[src/rtl/gbk_to_hz_stream_converter_unit_macros.svh]
// Assertion macros shared by the GBK to HZ converter RTL.
// Both macros sample on clk and are disabled while rst_n is low.
`ifndef GBK_TO_HZ_STREAM_CONVERTER_UNIT_MACROS_SVH
`define GBK_TO_HZ_STREAM_CONVERTER_UNIT_MACROS_SVH

`ifndef SYNTHESIS

`define GBK2HZ_ASSERT(label, prop, msg) \
  label: assert property (@(posedge clk) disable iff (!rst_n) prop) \
    else $error(msg);

`define GBK2HZ_ASSERT_NEXT(label, pre, post, msg) \
  label: assert property (@(posedge clk) disable iff (!rst_n) (pre) |=> (post)) \
    else $error(msg);

`else

`define GBK2HZ_ASSERT(label, prop, msg)

`define GBK2HZ_ASSERT_NEXT(label, pre, post, msg)

`endif

`endif

[src/rtl/gbk2hz_pkg.sv]
// Shared types and constants for the GBK to HZ stream converter.
// No dependencies; the front end, queue, output sequencer and top level import this package.
package gbk2hz_pkg;

  // Request codes.
  localparam logic [1:0] REQ_DATA  = 2'd0;
  localparam logic [1:0] REQ_RESET = 2'd1;
  localparam logic [1:0] REQ_END   = 2'd2;

  // Status codes.
  localparam logic [1:0] STAT_OK         = 2'd0;
  localparam logic [1:0] STAT_ILLEGAL    = 2'd1;
  localparam logic [1:0] STAT_INCOMPLETE = 2'd2;

  // Converter states.
  localparam logic [2:0] CS_ASCII = 3'd0;
  localparam logic [2:0] CS_LEAD  = 3'd1;
  localparam logic [2:0] CS_GB    = 3'd2;
  localparam logic [2:0] CS_FOUR2 = 3'd3;
  localparam logic [2:0] CS_FOUR3 = 3'd4;

  // Byte constants.
  localparam logic [7:0] BYTE_TILDE  = 8'h7E;
  localparam logic [7:0] BYTE_LBRACE = 8'h7B;
  localparam logic [7:0] BYTE_RBRACE = 8'h7D;
  localparam logic [7:0] BYTE_PH_HI  = 8'h21;
  localparam logic [7:0] BYTE_PH_LO  = 8'h75;
  localparam logic [7:0] GB_OFFSET   = 8'h80;
  localparam logic [7:0] DIGIT_LO    = 8'h30;
  localparam logic [7:0] DIGIT_HI    = 8'h39;
  localparam logic [7:0] FOUR_LO     = 8'h81;
  localparam logic [7:0] FOUR_HI     = 8'hFE;
  localparam logic [7:0] TRAIL_LO    = 8'h40;
  localparam logic [7:0] TRAIL_HI    = 8'h7E;

  localparam int unsigned FIFO_DEPTH_DEF = 2;

  // One classified input item: up to four output bytes and a status.
  typedef struct packed {
    logic [3:0][7:0] data;
    logic [1:0]      num_m1;
    logic            has_bytes;
    logic [1:0]      status;
  } burst_t;

endpackage

[src/rtl/gbk2hz_if.sv]
// Valid/ready channel interfaces for the converter's input and result streams.
// Field widths follow the converter's item format; no package dependency.
interface gbk2hz_in_if;
  logic       valid;
  logic       ready;
  logic [1:0] req_type;
  logic [7:0] in_byte;

  modport source (output valid, output req_type, output in_byte, input ready);
  modport sink   (input valid, input req_type, input in_byte, output ready);
endinterface

interface gbk2hz_out_if;
  logic       valid;
  logic       ready;
  logic [7:0] out_byte;
  logic       byte_valid;
  logic [1:0] status;
  logic       last;

  modport source (output valid, output out_byte, output byte_valid, output status,
                  output last, input ready);
  modport sink   (input valid, input out_byte, input byte_valid, input status,
                  input last, output ready);
endinterface

[src/rtl/gbk2hz_front.sv]
// Front end: accepts requests, runs the GBK/HZ state machine and builds bursts.
// Depends on gbk2hz_pkg and the assertion macros header.
`include "gbk_to_hz_stream_converter_unit_macros.svh"

module gbk2hz_front import gbk2hz_pkg::*; (
  input  logic       clk,
  input  logic       rst_n,
  input  logic       in_valid,
  output logic       in_ready,
  input  logic [1:0] req_type,
  input  logic [7:0] in_byte,
  input  logic       q_full,
  output logic       push,
  output burst_t     push_data
);

  logic [2:0] state_r, state_nxt;
  logic [7:0] held_r, held_nxt;
  logic [2:0] num;
  logic [3:0][7:0] data;
  logic [1:0] status;
  logic       is_digit;

  assign in_ready = !q_full;
  assign push     = in_valid && in_ready;
  assign is_digit = (in_byte >= DIGIT_LO) && (in_byte <= DIGIT_HI);

  always_comb begin
    num       = 3'd0;
    data      = '0;
    status    = STAT_OK;
    state_nxt = state_r;
    held_nxt  = held_r;
    case (req_type)
      REQ_RESET: begin
        state_nxt = CS_ASCII;
      end
      REQ_END: begin
        if (!(state_r == CS_ASCII || state_r == CS_GB)) begin
          status = STAT_INCOMPLETE;
        end
      end
      REQ_DATA: begin
        case (state_r)
          CS_ASCII: begin
            if (in_byte[7]) begin
              data[0]   = BYTE_TILDE;
              data[1]   = BYTE_LBRACE;
              num       = 3'd2;
              held_nxt  = in_byte;
              state_nxt = CS_LEAD;
            end else begin
              data[0] = in_byte;
              if (in_byte == BYTE_TILDE) begin
                data[1] = BYTE_TILDE;
                num     = 3'd2;
              end else begin
                num = 3'd1;
              end
            end
          end
          CS_LEAD: begin
            if (is_digit) begin
              held_nxt  = in_byte;
              state_nxt = CS_FOUR2;
            end else if (in_byte[7]) begin
              data[0]   = held_r - GB_OFFSET;
              data[1]   = in_byte - GB_OFFSET;
              num       = 3'd2;
              state_nxt = CS_GB;
            end else if (in_byte inside {[TRAIL_LO:TRAIL_HI]}) begin
              data[0]   = BYTE_PH_HI;
              data[1]   = BYTE_PH_LO;
              num       = 3'd2;
              state_nxt = CS_GB;
            end else begin
              status = STAT_ILLEGAL;
            end
          end
          CS_GB: begin
            if (in_byte[7]) begin
              held_nxt  = in_byte;
              state_nxt = CS_LEAD;
            end else begin
              data[0] = BYTE_TILDE;
              data[1] = BYTE_RBRACE;
              data[2] = in_byte;
              if (in_byte == BYTE_TILDE) begin
                data[3] = BYTE_TILDE;
                num     = 3'd4;
              end else begin
                num = 3'd3;
              end
              state_nxt = CS_ASCII;
            end
          end
          CS_FOUR2: begin
            if (in_byte inside {[FOUR_LO:FOUR_HI]}) begin
              held_nxt  = in_byte;
              state_nxt = CS_FOUR3;
            end else begin
              status = STAT_ILLEGAL;
            end
          end
          CS_FOUR3: begin
            if (is_digit) begin
              data[0]   = BYTE_PH_HI;
              data[1]   = BYTE_PH_LO;
              num       = 3'd2;
              state_nxt = CS_GB;
            end else begin
              status = STAT_ILLEGAL;
            end
          end
          default: begin
            status = STAT_ILLEGAL;
          end
        endcase
      end
      default: begin
      end
    endcase
  end

  always_comb begin
    push_data.data      = data;
    push_data.has_bytes = (num != 3'd0);
    push_data.num_m1    = (num != 3'd0) ? 2'(num - 3'd1) : 2'd0;
    push_data.status    = status;
  end

  always_ff @(posedge clk) begin
    if (!rst_n) begin
      state_r <= CS_ASCII;
      held_r  <= 8'h00;
    end else if (push) begin
      state_r <= state_nxt;
      held_r  <= held_nxt;
    end
  end

  `GBK2HZ_ASSERT(a_err_no_bytes, (push && push_data.status != STAT_OK) |-> !push_data.has_bytes, "error burst carries bytes")
  `GBK2HZ_ASSERT_NEXT(a_illegal_holds, push && push_data.status == STAT_ILLEGAL, state_r == $past(state_r) && held_r == $past(held_r), "illegal byte changed state")

endmodule

[src/rtl/gbk2hz_fifo.sv]
// Short burst queue between the front end and the output sequencer.
// Depends on gbk2hz_pkg and the assertion macros header.
`include "gbk_to_hz_stream_converter_unit_macros.svh"

module gbk2hz_fifo import gbk2hz_pkg::*; #(
  parameter int unsigned Depth = FIFO_DEPTH_DEF
) (
  input  logic   clk,
  input  logic   rst_n,
  input  logic   push,
  input  burst_t push_data,
  input  logic   pop,
  output burst_t head,
  output logic   not_empty,
  output logic   full
);

  localparam int unsigned PtrW = (Depth > 1) ? $clog2(Depth) : 1;
  localparam int unsigned CntW = $clog2(Depth + 1);

  burst_t          slot_r [Depth];
  logic [PtrW-1:0] wr_ptr_r, rd_ptr_r;
  logic [CntW-1:0] cnt_r;

  assign full      = (cnt_r == CntW'(Depth));
  assign not_empty = (cnt_r != '0);
  assign head      = slot_r[rd_ptr_r];

  function automatic logic [PtrW-1:0] ptr_inc(input logic [PtrW-1:0] p);
    ptr_inc = (p == PtrW'(Depth - 1)) ? '0 : p + 1'b1;
  endfunction

  always_ff @(posedge clk) begin
    if (push) begin
      slot_r[wr_ptr_r] <= push_data;
    end
  end

  always_ff @(posedge clk) begin
    if (!rst_n) begin
      wr_ptr_r <= '0;
      rd_ptr_r <= '0;
      cnt_r    <= '0;
    end else begin
      if (push) begin
        wr_ptr_r <= ptr_inc(wr_ptr_r);
      end
      if (pop) begin
        rd_ptr_r <= ptr_inc(rd_ptr_r);
      end
      if (push && !pop) begin
        cnt_r <= cnt_r + 1'b1;
      end else if (pop && !push) begin
        cnt_r <= cnt_r - 1'b1;
      end
    end
  end

  `GBK2HZ_ASSERT(a_no_overflow, push |-> (!full || pop), "push into a full queue")
  `GBK2HZ_ASSERT(a_no_underflow, pop |-> not_empty, "pop from an empty queue")

endmodule

[src/rtl/gbk2hz_back.sv]
// Output sequencer: walks the head burst one byte per transfer into an output register.
// Depends on gbk2hz_pkg and the assertion macros header.
`include "gbk_to_hz_stream_converter_unit_macros.svh"

module gbk2hz_back import gbk2hz_pkg::*; (
  input  logic       clk,
  input  logic       rst_n,
  input  burst_t     head,
  input  logic       head_valid,
  output logic       pop,
  output logic       out_valid,
  input  logic       out_ready,
  output logic [7:0] out_byte,
  output logic       byte_valid,
  output logic [1:0] status,
  output logic       last
);

  logic [1:0] idx_r;
  logic       out_valid_r;
  logic [7:0] byte_r;
  logic       bvalid_r;
  logic [1:0] status_r;
  logic       last_r;
  logic       load, at_last;

  assign at_last = (idx_r == head.num_m1);
  // The output register refills in the same cycle its result is transferred.
  assign load    = head_valid && (!out_valid_r || out_ready);
  assign pop     = load && at_last;

  always_ff @(posedge clk) begin
    if (!rst_n) begin
      out_valid_r <= 1'b0;
      idx_r       <= 2'd0;
    end else begin
      if (load) begin
        out_valid_r <= 1'b1;
        idx_r       <= at_last ? 2'd0 : idx_r + 2'd1;
      end else if (out_ready) begin
        out_valid_r <= 1'b0;
      end
    end
  end

  always_ff @(posedge clk) begin
    if (load) begin
      byte_r   <= head.has_bytes ? head.data[idx_r] : 8'h00;
      bvalid_r <= head.has_bytes;
      status_r <= head.status;
      last_r   <= at_last;
    end
  end

  assign out_valid  = out_valid_r;
  assign out_byte   = byte_r;
  assign byte_valid = bvalid_r;
  assign status     = status_r;
  assign last       = last_r;

  `GBK2HZ_ASSERT_NEXT(a_pop_rewinds, pop, idx_r == 2'd0 && last_r, "burst popped before its last byte")

endmodule

[src/rtl/gbk_to_hz_stream_converter_unit.sv]
// GBK to HZ-GB-2312 stream converter, top level.
// A transferred request is written to the burst queue, and its first result then passes into the output register.
// Throughput: one request per cycle while each yields one result and the output is not stalled; a request with k
// results holds the output sequencer for k transfers, and the burst queue absorbs the gap.
// Reset: synchronous, active low; ASCII mode, held byte zero, queue and output empty.
module gbk_to_hz_stream_converter_unit import gbk2hz_pkg::*; #(
  parameter int unsigned FifoDepth = FIFO_DEPTH_DEF
) (
  input logic           clk,
  input logic           rst_n,
  gbk2hz_in_if.sink     in_if,
  gbk2hz_out_if.source  out_if
);

  burst_t push_data, head;
  logic   push, pop, q_full, head_valid;

  gbk2hz_front u_front (
    .clk       (clk),
    .rst_n     (rst_n),
    .in_valid  (in_if.valid),
    .in_ready  (in_if.ready),
    .req_type  (in_if.req_type),
    .in_byte   (in_if.in_byte),
    .q_full    (q_full),
    .push      (push),
    .push_data (push_data)
  );

  gbk2hz_fifo #(.Depth(FifoDepth)) u_fifo (
    .clk       (clk),
    .rst_n     (rst_n),
    .push      (push),
    .push_data (push_data),
    .pop       (pop),
    .head      (head),
    .not_empty (head_valid),
    .full      (q_full)
  );

  gbk2hz_back u_back (
    .clk        (clk),
    .rst_n      (rst_n),
    .head       (head),
    .head_valid (head_valid),
    .pop        (pop),
    .out_valid  (out_if.valid),
    .out_ready  (out_if.ready),
    .out_byte   (out_if.out_byte),
    .byte_valid (out_if.byte_valid),
    .status     (out_if.status),
    .last       (out_if.last)
  );

endmodule
[src/flat_wrapper.sv]
// flat-port wrapper written by rule: the top's interface ports become plain ports
module gbk_to_hz_stream_converter_unit_flat import gbk2hz_pkg::*;
#(
  parameter int unsigned FifoDepth = FIFO_DEPTH_DEF
)
  (clk, rst_n, in_if_valid, in_if_req_type, in_if_in_byte, in_if_ready, out_if_valid, out_if_out_byte, out_if_byte_valid, out_if_status, out_if_last, out_if_ready);
  gbk2hz_in_if in_if_i ();
  gbk2hz_out_if out_if_i ();
  input logic clk;
  input logic rst_n;
  input wire logic [$bits(in_if_i.valid)-1:0] in_if_valid;
  input wire logic [$bits(in_if_i.req_type)-1:0] in_if_req_type;
  input wire logic [$bits(in_if_i.in_byte)-1:0] in_if_in_byte;
  output wire logic [$bits(in_if_i.ready)-1:0] in_if_ready;
  output wire logic [$bits(out_if_i.valid)-1:0] out_if_valid;
  output wire logic [$bits(out_if_i.out_byte)-1:0] out_if_out_byte;
  output wire logic [$bits(out_if_i.byte_valid)-1:0] out_if_byte_valid;
  output wire logic [$bits(out_if_i.status)-1:0] out_if_status;
  output wire logic [$bits(out_if_i.last)-1:0] out_if_last;
  input wire logic [$bits(out_if_i.ready)-1:0] out_if_ready;
  assign in_if_i.valid = in_if_valid;
  assign in_if_i.req_type = in_if_req_type;
  assign in_if_i.in_byte = in_if_in_byte;
  assign in_if_ready = in_if_i.ready;
  assign out_if_valid = out_if_i.valid;
  assign out_if_out_byte = out_if_i.out_byte;
  assign out_if_byte_valid = out_if_i.byte_valid;
  assign out_if_status = out_if_i.status;
  assign out_if_last = out_if_i.last;
  assign out_if_i.ready = out_if_ready;
  gbk_to_hz_stream_converter_unit #(.FifoDepth(FifoDepth)) u_core (.clk(clk), .rst_n(rst_n), .in_if(in_if_i), .out_if(out_if_i));
endmodule
[config.mk]
export PLATFORM = sky130hd
export DESIGN_NAME = gbk_to_hz_stream_converter_unit_flat
export DESIGN_NICKNAME = d
export VERILOG_FILES = /design/src/rtl/gbk2hz_pkg.sv /design/src/rtl/gbk2hz_if.sv /design/src/rtl/gbk2hz_front.sv /design/src/rtl/gbk2hz_fifo.sv /design/src/rtl/gbk2hz_back.sv /design/src/rtl/gbk_to_hz_stream_converter_unit.sv /design/src/flat_wrapper.sv
export VERILOG_INCLUDE_DIRS = /design/src /design/src/rtl
export SDC_FILE = /design/constraint.sdc
export NUM_CORES = 1
export LEC_CHECK = 0
export BUFFER_PORTS_ARGS = -buffer_cell sky130_fd_sc_hd__clkbuf_2
export CELL_PAD_IN_SITES_DETAIL_PLACEMENT = 0
export CELL_PAD_IN_SITES_GLOBAL_PLACEMENT = 2
export CORE_MARGIN = 3
export CORE_UTILIZATION = 40
export DETAILED_ROUTE_END_ITERATION = 12
export GPL_ROUTABILITY_DRIVEN = 0
export GPL_TIMING_DRIVEN = 0
export PLACE_DENSITY = 0.81
export SYNTH_ARGS = -nofsm -noshare
export SYNTH_HDL_FRONTEND = slang
export SYNTH_HIERARCHICAL = 1
export SYNTH_SLANG_ARGS = --single-unit
[constraint.sdc]
create_clock -name clk -period 3 [get_ports clk]
set_input_delay 0.6 -clock clk [delete_from_list [all_inputs] [get_ports clk]]
set_output_delay 0.6 -clock clk [all_outputs]
set_load 0.03 [all_outputs]
After elaboration in Yosys (flattened, before gate mapping). Memories as Yosys holds them, arrays and structs flattened. A register that Yosys moved wholly into a read port is not among the register bits. Index checks and enable logic that the tools add are counted.

Register bits after elaboration: 30. Bits in writable memories: 74. Bits of input ports: 14. Output and inout port bits: 14. Word-level logic and storage cells: 124. Memories kept: 1.

Memory list: u_core.u_fifo.slot_r (depth 2, bits a word 37, read ports 1, clocked after Yosys merged registers in 1, write ports 1, line gbk2hz_fifo.sv:21) `burst_t slot_r [Depth];`.

Add/subtract/negate cells: 8. $lt $le $gt $ge: 7. Eq/ne operators: 17. Muxes and demuxes: 55. Reduce and logical (&&, ||, !) cells: 25.

Operators with widths (number): $mux W32 (2); $pmux W16 S4 (1); $mux W16 (3); $mux W15 (3); $mux W8 (4); $mux W3 (10); $pmux W8 S3 (1); $mux W2 (10); $bmux W8 S2 (1); $sub A8 B8 Y8 const B (2); $pmux W3 S5 (1); $mux W1 (14); $pmux W3 S4 (1); $ne A3 B3 Y1 const B (3); $eq A8 B7 Y1 const B (1); $ge A8 B6 Y1 const B (1); $ge A8 B7 Y1 const B (1); $ge A8 B8 Y1 const B (1); $le A8 B6 Y1 const B (1); $le A8 B7 Y1 const B (1); $le A8 B8 Y1 const B (1); $logic_and A1 B1 Y1 (8); $reduce_bool A2 Y1 (4); $mux W7 (1); 25 further kinds (36).

Depth between registers and ports, before layout. Gate-level depths: netlist of run 1.

Depth after elaboration: 9. Depth in mapped cells: 11. Gate-level depth less buffers: 9.

By module. The synthesis of run 1 kept the hierarchy.

By module, submodules not included: gbk2hz_fifo (instances 1, cells each 137, area an instance 2899.0 sq um, seq. area each 2322.2 sq um); gbk2hz_front (instances 1, cells each 187, area an instance 1356.3 sq um, seq. area each 220.2 sq um); gbk2hz_back (instances 1, cells each 51, area an instance 795.8 sq um, seq. area each 420.4 sq um).

Least setup slack after synthesis of run 1. Ideal clock, no wire load.

Path type: input to register. Start point: input port in_if_valid. End point: memory u_core/u_fifo/slot_r[0][0] in the netlist's numbering (enable). Library setup time: 437 ps. Arrival: 2571 ps. Setup slack: -8 ps. Stages: 2. Path through: nor2b_1 nor2b_1.

Word-level cells in the longest chain between the ends: 3.

RTL lines: start: declaration (line flat_wrapper.sv:11) `input wire logic [$bits(in_if_i.valid)-1:0] in_if_valid;`; $logic_and A1 B1 Y1 (line gbk2hz_front.sv:25) `assign push = in_valid && in_ready;`; $mux W1 (line gbk2hz_fifo.sv:34) `if (push) begin`; $mux W1 (implied by the code) (line gbk2hz_fifo.sv:35) `slot_r[wr_ptr_r] <= push_data;`; end: declaration (line gbk2hz_fifo.sv:21).

No other way between the ends.

==> results_dict.tcl, run 1 <==
set metrics [dict create \
    synth_xor_area_share_pct 1.214 \
    drive_gt1_share_pct 30.40 \
    slew_violations 0 \
    die_area_um2 14010 \
    die_w_um 118.4 \
    skew_ns 0.007710 \
    insertion_delay_ns 0.35 \
    vias_per_cell 5.261 \
    ys.flop_type "edfxtp_1" \
    synthArstFlopShare_pct 0 \
    first_global_vias 3107 \
    synth-compound-area-share_pct 11.17 \
    cts_tree "built" \
    dp_slack_ns 0.3239 \
    path_cells "buf_2, buf_6, mux2_2, xor2_1, nor2_1, and2_1, inv_1, ha_1, or3_1, a21boi_1" \
    num_rows 40 \
    dp.cells 573 \
    finalCritPeriodShare_pct 89.03 \
    postCtsSetupRepairBufs 0 \
    ant_nets 0 \
    cts_buffer_depth 2 \
    start_util_pct 41.53 \
    hp-start "u_core/u_front/held_r[1]$_SDFFE_PN0P_" \
    status "completed" \
    cp_max_fo 10 \
    n_antenna_cell 0 \
    wl_per_cell_um 17.89 \
    routed_wl_um 10540 \
    yosys.area_share.simple_pct 11.89 \
    num_vias 3099 \
    drt_iter0_drc 171 \
    crit_arrival_ns 2.95 \
    clkSinkCount 105 \
    fin_crit_ns 2.671 \
    crit_path_end_kind "register" \
    synthAdderAreaFrac_pct 0.2477 \
    tightest_slew_ns 0.6762 \
    cts_resized 0 \
    synth_seq_area_share_pct 58.66 \
    drc_errors 0 \
    max_stage_delay_ns 0.38 \
    power.density_nw_per_um2 765.0 \
    setup_viol 0 \
    grt_max_degree 37 \
    htree_levels 3 \
    synthCells 375 \
    clock-root-buffer "clkbuf_16" \
    yosys_warnings 6 \
    clk_pin_slew_worst_paths_ns 0.07 \
    io_buffer_count 25 \
    fmax_ghz 0.3744 \
    antenna_found_initial 0 \
    stdcell_count 589 \
    grt_pass1_wl_um 16920 \
    hold_path_class "reg2reg" \
    rsz0062_at_grt "false" \
    holdBufCountCts 0 \
    drt_pass1_iterations 4 \
    nets 431 \
    power_w 0.004368 \
    areaGrowthSynthToFinish_pct 13.05 \
    synth_area_um2 5051 \
    cts-buffers-inserted 9 \
    crit_path_top_delay_cell "mux2_2" \
    syn_avg_cell_area_um2 13.47 \
    grt_overflow 0 \
    yosysTopAreaCell "edfxtp_1" \
    max-cap-violations 0 \
    synth_top_cell_area_share_pct 51.13 \
    ioPinCount 28 \
    hold_viol 0 \
    core_um2 12160 \
    fp.dieH_um 118.4 \
    fin_ws_ns 0.3291 \
    detailed_place_hpwl_um 7302 \
    start_kind "register" \
    ys_ff_latch 105 \
    synth_area_leaders "edfxtp_1, mux2_2, dfxtp_1" \
    synth_top_family_by_area "multiplexers" \
    worstSetupPathType "reg2reg" \
    muxShareOfSynthArea_pct 12.24 \
    synth_edf_count 86 \
    slew-limit-headroom_pct 54.92 \
    grtUsageTotal_pct 15.54 \
    synthDistinctLibCells 70 \
    p_leak_nw 1.977 \
    peakVddDrop_uv 229.8 \
    required_ns 3.28 \
]
## cells in the final DEF (no fill, tap or decap), types with 4 or more instances in the layout
cell,n
nand2_1,22
conb_1,4
nor2_1,10
o21ai_0,8
clkbuf_16,9
mux2_2,37
clkbuf_1,6
and2_1,20
buf_2,5
buf_6,6
a31oi_1,7
o21a_1,4
edfxtp_1,86
mux4_2,5
nor2b_1,6
inv_1,9
dfxtp_1,19
a21o_1,4
clkbuf_2,25
nand3_1,11
buf_4,10
o21ai_1,9
a21oi_1,17
xor2_1,5
## metrics by stage
step	hold WS [ns]	utilization, %	TNS (ns)	cell area, um2
3_5_place_dp	0.4717	44.78	0	5446
6_report	0.4808	46.95	0	5710
2_1_floorplan	0.4543	-	0	5065
4_1_cts	0.4813	46.95	0	5710
5_1_grt	0.5230	46.95	0	5710
3_3_place_gp	0.4646	44.40	-4.323	5400
## final cells by class
type                       count  area, um2
fill                        1122       6451
sequential                   105       2963
multi-input combinational    236       1881
clock buffer                  10      229.0
tap                          168      210.2
buffer                        28      193.9
timing repair buffer          27      165.2
clock inverter                 6      35.03
inverter                       9      33.78
## where the power goes
group	internal [W]	switching, W
registers	0.00190	0.0000768
logic	0.000579	0.000751
clock network	0.000557	0.000508
## flip-flops by register name (all words and copies together) (netlist names), named ones only
signal,flops
u_core/u_fifo/wr_ptr_r,1
u_core/u_back/byte_valid,1
u_core/u_back/out_byte,8
u_core/u_back/status,2
u_core/u_back/idx_r,2
u_core/u_fifo/slot_r,74
u_core/u_front/held_r,8
u_core/u_fifo/rd_ptr_r,1
u_core/u_front/state_r,3
u_core/u_back/out_valid,1
u_core/u_fifo/cnt_r,2
u_core/u_back/last,1
## per-layer routing
metal	part of all wire (%)	vias to the layer above	global-route usage, %
met3	3.2	11	2.584
li1	-	1492	-
met2	47	58	24.47
met5	0	-	0
met1	48	1538	21.65
met4	1.7	0	5.865
## final timing paths
check / to / slack [ns] / cells past startpoint
max: u_core/u_fifo/cnt_r[1]$_SDFFE_PN0P_ / 0.33 / 10
min reg2reg: u_core/u_front/held_r[1]$_SDFFE_PN0P_ / 0.48 / 2
max reg2reg: u_core/u_fifo/cnt_r[1]$_SDFFE_PN0P_ / 0.33 / 10
min: u_core/u_front/held_r[1]$_SDFFE_PN0P_ / 0.48 / 2
## worst max-delay path, delay by kind of cell (launching register included)
family / cells / cell delay (ns)
AOI/OAI and AO/OA: 1 / 0.14
buffers and inverters: 3 / 0.61
and+or+nand+nor: 3 / 0.70
adders and majority gates: 1 / 0.31
DFF: 1 / 0.31
muxes: 1 / 0.38
xor gates and xnor gates: 1 / 0.15
## Yosys cell counts (2+ instances only)
cell type  count
or3_1          3
mux2_2        37
nor2_1        10
a21o_1         4
nand2b_1       2
o21ai_1        9
buf_2          5
nor2b_1        7
buf_6          6
xor2_1         5
o21a_1         4
a21oi_1       17
and2_1        21
a21oi_2        3
clkbuf_1       5
nand3_1       11
buf_1          2
nor3_2         2
nand2_1       22
dfxtp_1       19
o21ai_0        8
nor3_1         2
o22ai_1        3
a21boi_0       2
o211ai_1       2
xnor2_1        2
mux4_2         5
nor3b_1        3
mux4_1         3
inv_1          9
buf_4         10
or2_2          2
edfxtp_1      86
a211oi_1       2
a31oi_1        7
## kinds of logic after synthesis
kind of cell	Yosys count
adder cells (fa/ha/maj)	1
other	1
AND/OR/NAND/NOR	100
buffers and inverters	37
XOR/XNOR	7
multiplexers	46
AO/OA/AOI/OAI	78
flip-flops	105
Note: power is estimated with default switching activity, not from simulation.
==> inputs of run 2 (changes only) <==
--- a/config.mk
+++ b/config.mk
@@ -9,6 +9,7 @@
 export BUFFER_PORTS_ARGS = -buffer_cell sky130_fd_sc_hd__clkbuf_2
 export CELL_PAD_IN_SITES_DETAIL_PLACEMENT = 0
 export CELL_PAD_IN_SITES_GLOBAL_PLACEMENT = 2
+export CORE_ASPECT_RATIO = 1.2
 export CORE_MARGIN = 3
 export CORE_UTILIZATION = 40
 export DETAILED_ROUTE_END_ITERATION = 12
==> run 2 against run 1 <==
Non-clock buffer count fell by 1. Sequential power barely moved. Critical endpoint unchanged. Sequential share of layout area rose by 0.13 points. Worst setup slack got worse by 0.022 ns. Register-to-register slack got worse by 0.02 ns. Die area barely moved. Combinational power barely moved. Power rose by 0.22%. Routed wire length fell by 3.5%. Clock-buffer cell count fell by 1. Global-route usage rose by 0.10 points.
==> results_dict.tcl, run 2 (synthesis results as in run 1) <==
set metrics [dict create \
    status "completed" \
    io_buffer_count 25 \
    die_area_um2 14020 \
    power.density_nw_per_um2 768.5 \
    path_cells "buf_2, buf_6, mux2_2, xor2_1, nor2_1, and2_1, inv_1, ha_1, or3_1, a21boi_1" \
    slew_violations 0 \
    postCtsSetupRepairBufs 0 \
    cts_resized 0 \
    layout_common_cells "edfxtp_1, mux2_2, clkbuf_2" \
    num_rows 44 \
    wl_per_cell_um 17.51 \
    max_stage_delay_ns 0.38 \
    max-cap-violations 0 \
    core_um2 12220 \
    clk_pin_slew_worst_paths_ns 0.07 \
    antenna_found_initial 0 \
    setup_viol 0 \
    regMostFlops "u_core/u_fifo/slot_r" \
    start_kind "register" \
    drt_pass1_iterations 4 \
    start_util_pct 41.33 \
    detailed_place_hpwl_um 7173 \
    fmax_ghz 0.3713 \
    vias_per_cell 5.215 \
    holdBufCountCts 0 \
    cts_tree "built" \
    grtUsageTotal_pct 15.64 \
    die_w_um 108.6 \
    areaGrowthSynthToFinish_pct 12.78 \
    worstSetupPathType "reg2reg" \
    clock-root-buffer "clkbuf_16" \
    fill_cells 1125 \
    final_util_pct 46.61 \
    drive_gt1_share_pct 30.71 \
    fin_crit_ns 2.693 \
    skew_ns 0.007970 \
    largest_reg_flops 74 \
    slew-limit-headroom_pct 37.96 \
    routed_wl_um 10170 \
    hold_viol 0 \
    num_vias 3030 \
    insertion_delay_ns 0.34 \
    nets 430 \
    crit_buf_inv 3 \
    cp_top_family "simple AND/OR/NAND/NOR gates" \
    hold_path_class "reg2reg" \
    drt_iter0_drc 152 \
    crit_path_top_delay_cell "mux2_2" \
    peakVddDrop_uv 309.1 \
    grt_max_degree 38 \
    grt_overflow 0 \
    ant_nets 0 \
    ioPinCount 28 \
    finalCritPeriodShare_pct 89.77 \
    drc_errors 0 \
    ff_latch_area_um2 2963 \
    cp_max_fo 10 \
    grt_pass1_wl_um 16780 \
    tightest_slew_ns 0.9306 \
    htree_levels 3 \
    multiInputGateArea_um2 1881 \
    final_common_cell "edfxtp_1" \
    n_antenna_cell 0 \
    p_leak_nw 1.968 \
    crit_arrival_ns 2.97 \
    fp.dieH_um 129.1 \
    first_global_vias 3089 \
    crit_path_end_kind "register" \
    cts-buffers-inserted 9 \
    rsz0062_at_grt "false" \
    required_ns 3.28 \
    finalSetupTns_ns 0 \
    cts_buffer_depth 2 \
    clkSinkCount 105 \
]
-- run 2: metrics by stage --
stage                     hold WS [ns]  setup slack, ns  instance area (um2)  cells  total power, W
after floorplan                 0.4543           0.6848                 5065    378        0.002984
after global placement          0.4717         -0.04936                 5391    564        0.003291
after detailed placement        0.4774           0.2898                 5418    565        0.003336
after CTS                       0.4877           0.2806                 5697    581        0.004433
after global routing            0.5109           0.1463                 5697    581        0.004610
final                           0.4868           0.3069                 5697    581        0.004378
-- run 2: routing by layer --
layer,up-vias,wire length [um],track usage (%)
met5,-,0,0
met1,1476,4610,20.97
li1,1492,-,-
met4,0,182,6.092
met2,50,5099,25.43
met3,12,280,2.641
-- run 2: power breakdown --
group          switching (W)  internal (W)
Sequential         0.0000749       0.00190
Clock               0.000528      0.000570
Combinational       0.000737      0.000572
Total                0.00134       0.00304
-- run 2: worst min-delay path: stages, from the launching register on --
cell and delay [ns]:
dfxtp_1 0.31, o21ai_1 0.07, a21oi_1 0.06
-- run 2: cell type report --
type | instances | area share [%]
plain buffers | 28 | 3.404
clock buffers | 9 | 3.953
clock inverters | 7 | 0.9444
inverters | 9 | 0.5930
multi-input cells | 236 | 33.01
flip-flops and latches | 105 | 52.01
well taps | 161 | 3.536
repair buffers | 26 | 2.548
-- run 2: worst paths after layout --
kind                                                       startpoint                                     to  slack [ns]  cells after the start
worst max-delay path                                         register    u_core/u_fifo/cnt_r[1]$_SDFFE_PN0P_        0.31                     10
worst min-delay path            u_core/u_front/held_r[4]$_SDFFE_PN0P_  u_core/u_front/held_r[4]$_SDFFE_PN0P_        0.49                      2
worst max register to register                               register    u_core/u_fifo/cnt_r[1]$_SDFFE_PN0P_        0.31                     10
worst min register to register  u_core/u_front/held_r[4]$_SDFFE_PN0P_  u_core/u_front/held_r[4]$_SDFFE_PN0P_        0.49                      2
==> inputs of run 3 (changes only) <==
--- a/config.mk
+++ b/config.mk
@@ -6,16 +6,14 @@
 export SDC_FILE = /design/constraint.sdc
 export NUM_CORES = 1
 export LEC_CHECK = 0
-export BUFFER_PORTS_ARGS = -buffer_cell sky130_fd_sc_hd__clkbuf_2
-export CELL_PAD_IN_SITES_DETAIL_PLACEMENT = 0
-export CELL_PAD_IN_SITES_GLOBAL_PLACEMENT = 2
 export CORE_ASPECT_RATIO = 1.2
 export CORE_MARGIN = 3
-export CORE_UTILIZATION = 40
+export CORE_UTILIZATION = 50
 export DETAILED_ROUTE_END_ITERATION = 12
+export DONT_BUFFER_PORTS = 1
 export GPL_ROUTABILITY_DRIVEN = 0
 export GPL_TIMING_DRIVEN = 0
-export PLACE_DENSITY = 0.81
+export PLACE_DENSITY = 0.72
 export SYNTH_ARGS = -nofsm -noshare
 export SYNTH_HDL_FRONTEND = slang
 export SYNTH_HIERARCHICAL = 1
==> run 3 against run 2 <==
Sequential cell count stayed put. Largest cell class unchanged. Largest power group unchanged. Combinational power is 22% lower. Clock-buffer cell count is 3 higher. Worst setup slack better by 0.0045 ns. Power is 0.68% higher. Critical path type unchanged. Fmax is 0.17% higher. Clock power is 10% higher. Sequential share of layout area is 1.1 points higher. Register-to-register slack hardly changed.
==> results_dict.tcl, run 3 (synthesis results as in run 1) <==
set metrics [dict create \
    regMostFlops "u_core/u_fifo/slot_r" \
    die_w_um 97.75 \
    finalCritPeriodShare_pct 89.62 \
    finalSetupTns_ns 0 \
    postCtsSetupRepairBufs 0 \
    fill_cells 765 \
    num_vias 3039 \
    rsz0062_at_grt "false" \
    areaGrowthSynthToFinish_pct 10.50 \
    cts_resized 0 \
    num_rows 39 \
    insertion_delay_ns 0.34 \
    crit_path_top_delay_cell "mux2_2" \
    crit_arrival_ns 2.96 \
    grt_overflow 0 \
    drc_errors 0 \
    required_ns 3.28 \
    start_util_pct 52.28 \
    grt_max_degree 38 \
    largest_reg_flops 74 \
    slew_violations 0 \
    layout_common_cells "edfxtp_1, mux2_2, nand2_1" \
    final_util_pct 57.77 \
    tightest_slew_ns 0.9357 \
    clkSinkCount 105 \
    crit_buf_inv 3 \
    cp_top_family "simple AND/OR/NAND/NOR gates" \
    first_global_vias 3094 \
    max_stage_delay_ns 0.37 \
    clk_pin_slew_worst_paths_ns 0.07 \
    nets 405 \
    vias_per_cell 5.867 \
    holdBufCountCts 0 \
    cp_max_fo 10 \
    cts_buffer_depth 2 \
    setup_viol 0 \
    hold_path_class "in2reg" \
    cts-buffers-inserted 9 \
    skew_ns 0.01016 \
    drt_iter0_drc 182 \
    final_common_cell "edfxtp_1" \
    antenna_found_initial 1 \
    fp.dieH_um 116.1 \
    drive_gt1_share_pct 26.08 \
    wl_per_cell_um 18.48 \
    hold_slack_ns 0.3766 \
    fin_ws_ns 0.3115 \
    ant_nets 0 \
    cts_tree "built" \
    power.density_nw_per_um2 789.7 \
    max-cap-violations 0 \
    peakVddDrop_uv 308.1 \
    htree_levels 3 \
    grt_pass1_wl_um 15790 \
    fmax_ghz 0.3719 \
    io_buffer_count 0 \
    p_leak_nw 1.896 \
    grtUsageTotal_pct 17.92 \
    routed_wl_um 9572 \
    slew-limit-headroom_pct 37.62 \
    dp_slack_ns 0.3418 \
    hold_viol 0 \
    worstSetupPathType "reg2reg" \
    core_um2 9662 \
    detailed_place_hpwl_um 6746 \
    crit_path_end_kind "register" \
    ioPinCount 28 \
    drt_pass1_iterations 5 \
    die_area_um2 11350 \
    n_antenna_cell 0 \
    status "completed" \
    clock-root-buffer "clkbuf_16" \
    path_cells "buf_2, buf_6, mux2_2, xor2_1, nor2_1, and2_1, inv_1, ha_1, or3_1, a21boi_1" \
    start_kind "register" \
    fin_crit_ns 2.689 \
]
run 3: cell types whose count changed in the layout (fill, tap and decap cells not counted):
| cell | change |
|---|---|
| buf_12 | -1 |
| buf_16 | +1 |
| clkbuf_16 | +3 |
| clkbuf_2 | -25 |
| clkinv_1 | +1 |
| clkinv_2 | -1 |
| clkinv_4 | +2 |
| clkinvlp_4 | -2 |
| inv_6 | -3 |
run 3: metrics by stage:
stage               total power, W  instance area [um2]  instances
finish                    0.004408                 5582        518
global route              0.004615                 5582        518
CTS                       0.004456                 5582        518
detailed placement        0.003243                 5253        502
global placement          0.003194                 5219        501
floorplan                 0.002984                 5065        378
run 3: layer usage:
| layer | routed length, um | share of wire [%] | track usage [%] | up-vias |
|---|---|---|---|---|
| met4 | 93 | 0.97 | 5.078 | 2 |
| li1 | - | - | - | 1441 |
| met3 | 414 | 4.3 | 4.182 | 10 |
| met5 | 7 | 0.073 | 0 | - |
| met2 | 4837 | 51 | 31.32 | 91 |
| met1 | 4218 | 44 | 22.60 | 1495 |
run 3: path summary, 6_finish.rpt:
path                                                             from                                    end  slack, ns  depth (start not counted)
worst min register to register  u_core/u_front/held_r[6]$_SDFFE_PN0P_  u_core/u_front/held_r[6]$_SDFFE_PN0P_       0.49                          2
worst min-delay path                                            rst_n    u_core/u_fifo/wr_ptr_r$_SDFFE_PN0P_       0.38                          1
worst max-delay path                                         register    u_core/u_fifo/cnt_r[1]$_SDFFE_PN0P_       0.31                         10
worst max register to register                               register    u_core/u_fifo/cnt_r[1]$_SDFFE_PN0P_       0.31                         10
run 3: cell type report:
cell class | instances | area [um2] | area share, %
Clock buffer | 12 | 300.3 | 5.380
Clock inverter | 4 | 28.78 | 0.5156
Multi-Input combinational cell | 236 | 1881 | 33.69
Inverter | 9 | 33.78 | 0.6052
Tap cell | 123 | 153.9 | 2.757
Timing Repair Buffer | 1 | 27.53 | 0.4932
Buffer | 28 | 193.9 | 3.475
Sequential cell | 105 | 2963 | 53.08
run 3: report_power, final:
group | leakage [nW] | internal [W] | total [W] | switching, W
combinational | 0.754 | 0.000513 | 0.00102 | 0.000507
sequential | 0.984 | 0.00191 | 0.00218 | 0.000268
clock | 0.158 | 0.000714 | 0.00121 | 0.000498
total | 1.90 | 0.00313 | 0.00441 | 0.00127
